**src/sv/rtba_ram.sv**
```systemverilog
module rtba_ram #(
  parameter int WIDTH = 64,
  parameter int DEPTH = 64
) (
  input  logic                                       clk,
  input  logic                                       wr_en,
  input  logic [((DEPTH > 1) ? $clog2(DEPTH) : 1)-1:0] wr_addr,
  input  logic [WIDTH-1:0]                           wr_data,
  input  logic                                       rd_en,
  input  logic [((DEPTH > 1) ? $clog2(DEPTH) : 1)-1:0] rd_addr,
  output logic [WIDTH-1:0]                           rd_data
);

  logic [WIDTH-1:0] mem [DEPTH];

  always_ff @(posedge clk) begin
    if (wr_en) begin
      mem[wr_addr] <= wr_data;
    end
    if (rd_en) begin
      rd_data <= mem[rd_addr];
    end
  end

endmodule

```
**config.mk**
```make
export PLATFORM = sky130hd
export DESIGN_NAME = rtba_ram
export DESIGN_NICKNAME = d
export VERILOG_FILES = /design/src/sv/rtba_ram.sv
export SDC_FILE = /design/constraint.sdc
export NUM_CORES = 2
export LEC_CHECK = 0
export ABC_CLOCK_PERIOD_IN_PS = 6570
export BUFFER_PORTS_ARGS = -buffer_cell sky130_fd_sc_hd__buf_2
export CAP_MARGIN = 10
export CORE_MARGIN = 10
export CORE_UTILIZATION = 44
export CTS_CLUSTER_DIAMETER = 120
export DETAILED_ROUTE_END_ITERATION = 8
export GPL_TIMING_DRIVEN = 0
export HOLD_SLACK_MARGIN = 0.08
export PLACE_DENSITY_LB_ADDON = 0.05
export SYNTH_ARGS = -nofsm -noshare
export SYNTH_HDL_FRONTEND = slang
export SYNTH_SLANG_ARGS = --single-unit
```
**constraint.sdc**
```tcl
create_clock -name clk -period 6.57 [get_ports clk]
set_clock_uncertainty 0.15 [all_clocks]
set_input_delay 0.3285 -clock clk [delete_from_list [all_inputs] [get_ports clk]]
set_output_delay 0.3285 -clock clk [all_outputs]
set_load 0.01 [all_outputs]
```
# --- Word-level counts from Yosys, hierarchy flattened ---
# Memories as Yosys holds them, arrays and structs flattened. A register that Yosys moved wholly into a read port is not among the register bits.
# Index checks and enable logic that the tools add are counted.
op_classes:
  muxes: 2
op_table:
  columns: ["cell", "count"]
  rows:
  - ["2-to-1 mux 1 bit", 2]
word_totals:
  regBits: 0
  ramBits: 4096
  in_bits: 79
  word_cells: 3
  memories: 1
mem_list:
  columns: ["memory", "words", "width", "rd", "rd_clocked_by_memory_dff", "write_ports", "line", "source"]
  rows:
  - ["mem", 64, 64, 1, 1, 1, "14", "logic [WIDTH-1:0] mem [DEPTH];"]

# --- Longest topological paths before layout ---
depth:
  word_depth: 2
  ltp_mapped: 9

# --- Least setup slack after synthesis ---
# OpenSTA, ideal clock, no wires.
synth_path:
  path_type: "in2reg"
  start: "in wr_addr[3] (netlist bit)"
  end: "mem mem[48][0], enable pin"
  setup_ns: 0.564
  arrival_time_ns: 5.200
  slack_ns: 0.656
  cell_stages: 4
  path_cell_list: "clkbuf_1 nor2b_1 nand4b_1 nor3_1"
synth_rtl:
  columns: ["element", "line", "source"]
  rows:
  - ["from (decl)", "7", "input logic [((DEPTH > 1) ? $clog2(DEPTH) : 1)-1:0] wr_addr,"]
  - ["to (decl)", "14", null]
# No word-level cell before the write port.

==> metrics.cfg <==
[floorplanning]
die_area_sq_um = 381100
fp.dieW_um = 617.3
num_io_pins = 143
start_util_pct = 44.14
core_area_sq_um = 355700
dieHeight_um = 617.3
rows = 219

[run_status]
outcome = completed

[yosys]
async_flop_share_pct = 0
yosys.area.top_type_share_pct = 79.57
ys.warnings.count = 0
synth_edf_count = 4160
synthTopCellsByArea = edfxtp_1 80%, mux4_2 15%, mux2i_1 0.86%
syn_inst = 6598
syn-num-nets = 6677
synth_cell_types = 32
avgSynthCellArea_sq_um = 23.79
synth_flop_cell = edfxtp_1
yosys.area.top_type = edfxtp_1
ys_seq_area_share_pct = 79.57
synthesis.area_sq_um = 157000
synth-seq-cells = 4160

[global_routing]
track_usage_pct = 23.78
grt_overflow = 0
grt_max_degree = 65
grt_pass1_wl_um = 633600
antenna_found_initial = 54
grt_pass1_vias = 77650

[drt]
vias = 75896
wl_per_cell_um = 36.42
drt_iter0_drc = 9043
drt_first_pass_iters = 5
viasPerCell = 6.007
routed_wirelength_um = 460100
drc = 0
ant_nets = 0

[clock_tree]
numCtsBuffers = 438
clk_latency_ns = 0.98
htreeDepth = 5
cts_tree = built
cts_setup_buffers = 0
path_clk_slew_ns = 0.06
root_buffer = clkbuf_16
cts_sinks = 4160
cts_max_path_buffers = 4

[power]
power_density_nw_per_um2 = 305.9
p_leak_nw = 57.44
finalPower_mw = 56.18
max-vdd-ir-drop_mv = 0.2174

[layout]
fillers = 28098
area_growth_pct = 17.00
drive_gt1_share_pct = 29.60
nets = 7592
design_area_sq_um = 183700
fin_util_pct = 51.64
finalNonFillerCells = 12634

[timing]
tightest_slew_ns = 1.392
setup_viol = 0
rsz0062_at_grt = false
relSlewSlack_pct = 7.199
period_minus_slack_ns = 4.197
whs_ns = 0.1547
setup_ws_ns = 2.373
hold_violations = 0
fmax_mhz = 238.3
setup_tns_ns = 0
timing.final.crit_share_pct = 63.87
slew_violations = 0

[critical_path]
crit_chain = buf_2, buf_4, buf_2, buf_2, buf_4, mux2i_1, o22ai_1, a31oi_1, a211oi_1
path_class = in2reg
critPathLaunchType = primary input
slowest_delay_ns = 1.03
critPathRequiredTime_ns = 7.03
critPathMaxFanout = 10
path_common_cell = buf_2
end_kind = flip-flop
crit_arrival_ns = 4.66
reg2reg_slack_ns = 3.25
critical-path-slowest-cell = a211oi_1

[placement]
place_congestion = 0.7923
post-place-ws_ns = 1.491
placed_area_sq_um = 168600
port_buffers = 134
dp_hpwl_um = 313200
placedCellCount = 11715

[min_path]
min_path_type = in2reg

[job]
drv_cap = 0

==> registers in the layout (all words and copies together) (netlist names) <==
register / count
mem: 4096
rd_data: 64
==> path summary, 6_finish.rpt <==
check                        start  cells past startpoint                    end
max                     rd_addr[2]                      9   rd_data[6]$_DFFE_PP_
min                    wr_data[47]                      2  mem[27][47]$_DFFE_PP_
max reg2reg  mem[55][45]$_DFFE_PP_                      5  rd_data[45]$_DFFE_PP_
min reg2reg  mem[63][46]$_DFFE_PP_                      4  rd_data[46]$_DFFE_PP_
==> cell usage in the layout, fill, tap and decap left out, drive strengths merged, types with 38 or more instances in the layout <==
| master | Yosys | final |
|---|---|---|
| edfxtp | 4160 | 4160 |
| dlygate4sd3 | 0 | 71 |
| and3 | 64 | 64 |
| o22ai | 83 | 83 |
| nor2 | 112 | 112 |
| mux2i | 135 | 135 |
| a22o | 88 | 88 |
| o221ai | 38 | 38 |
| nand2 | 58 | 58 |
| clkinv | 0 | 207 |
| mux4 | 1024 | 1024 |
| a22oi | 168 | 168 |
| clkbuf | 140 | 675 |
| buf | 230 | 634 |
| nand3 | 45 | 45 |
| a211oi | 63 | 63 |
==> what timing repair did <==
| item | CTS | global route |
|---|---|---|
| resized for setup | 0 | 0 |
| endpoints found under the hold margin | 2908 | 512 |
| hold buffers | 63 | 8 |
==> final cells by class <==
class	instances	area [sq um]	area share, %
flip-flops and latches	4160	124900	68.01
multi-input cells	2049	30730	16.73
well taps	4751	5944	3.236
diodes	21	52.55	0.02861
inverters	19	71.32	0.03883
clock inverters	254	1969	1.072
plain buffers	370	1783	0.9707
clock buffers	535	11560	6.293
repair buffers	475	6650	3.621
==> synth_stat cells, types with 3 or more instances <==
library cell / instances
nand2_1: 58
o22ai_1: 83
nand3_1: 45
o221ai_1: 38
nand2b_1: 11
a22o_1: 88
and3_1: 64
a22oi_1: 168
a31oi_1: 18
inv_1: 19
and2_1: 3
a41oi_1: 26
or2_2: 28
clkbuf_1: 140
mux2i_1: 135
nor2_1: 112
a2bb2oi_1: 19
nor2b_1: 28
buf_4: 34
buf_2: 170
buf_1: 20
mux4_2: 1024
or3_1: 29
edfxtp_1: 4160
buf_6: 6
a211oi_1: 63
==> kinds of logic (layout without fill, tap and decap cells) <==
| logic type | Yosys count | count (layout) | share of synthesized area [%] |
|---|---|---|---|
| DFF | 4160 | 4160 | 79.57 |
| other | 0 | 21 | 0 |
| muxes | 1159 | 1159 | 15.55 |
| and+or+nand+nor | 386 | 386 | 1.235 |
| buffers and inverters | 389 | 1653 | 1.176 |
| AOI/OAI and AO/OA | 504 | 504 | 2.467 |
==> layer usage <==
metal	vias up	GRT usage, %	part of all wire, %	wire length [um]
li1	30486	-	-	-
met1	41732	34.11	42	192100
met2	3014	37.80	48	218700
met3	646	4.276	7.7	35550
met4	18	6.747	3.0	13590
met5	-	0	0.027	126
==> power breakdown <==
group          internal [mW]  switching, mW  total [mW]
Combinational           1.03           2.04        3.07
Sequential              29.4         0.0514        29.5
Clock                   13.4           10.2        23.6
==> critical path, delay by kind of cell <==
kind / cells / cell delay, ns
AOI/OAI and AO/OA: 3 / 2.03
muxes: 1 / 0.13
buffers and inverters: 5 / 2.09
(Power assumes the default switching activity.)
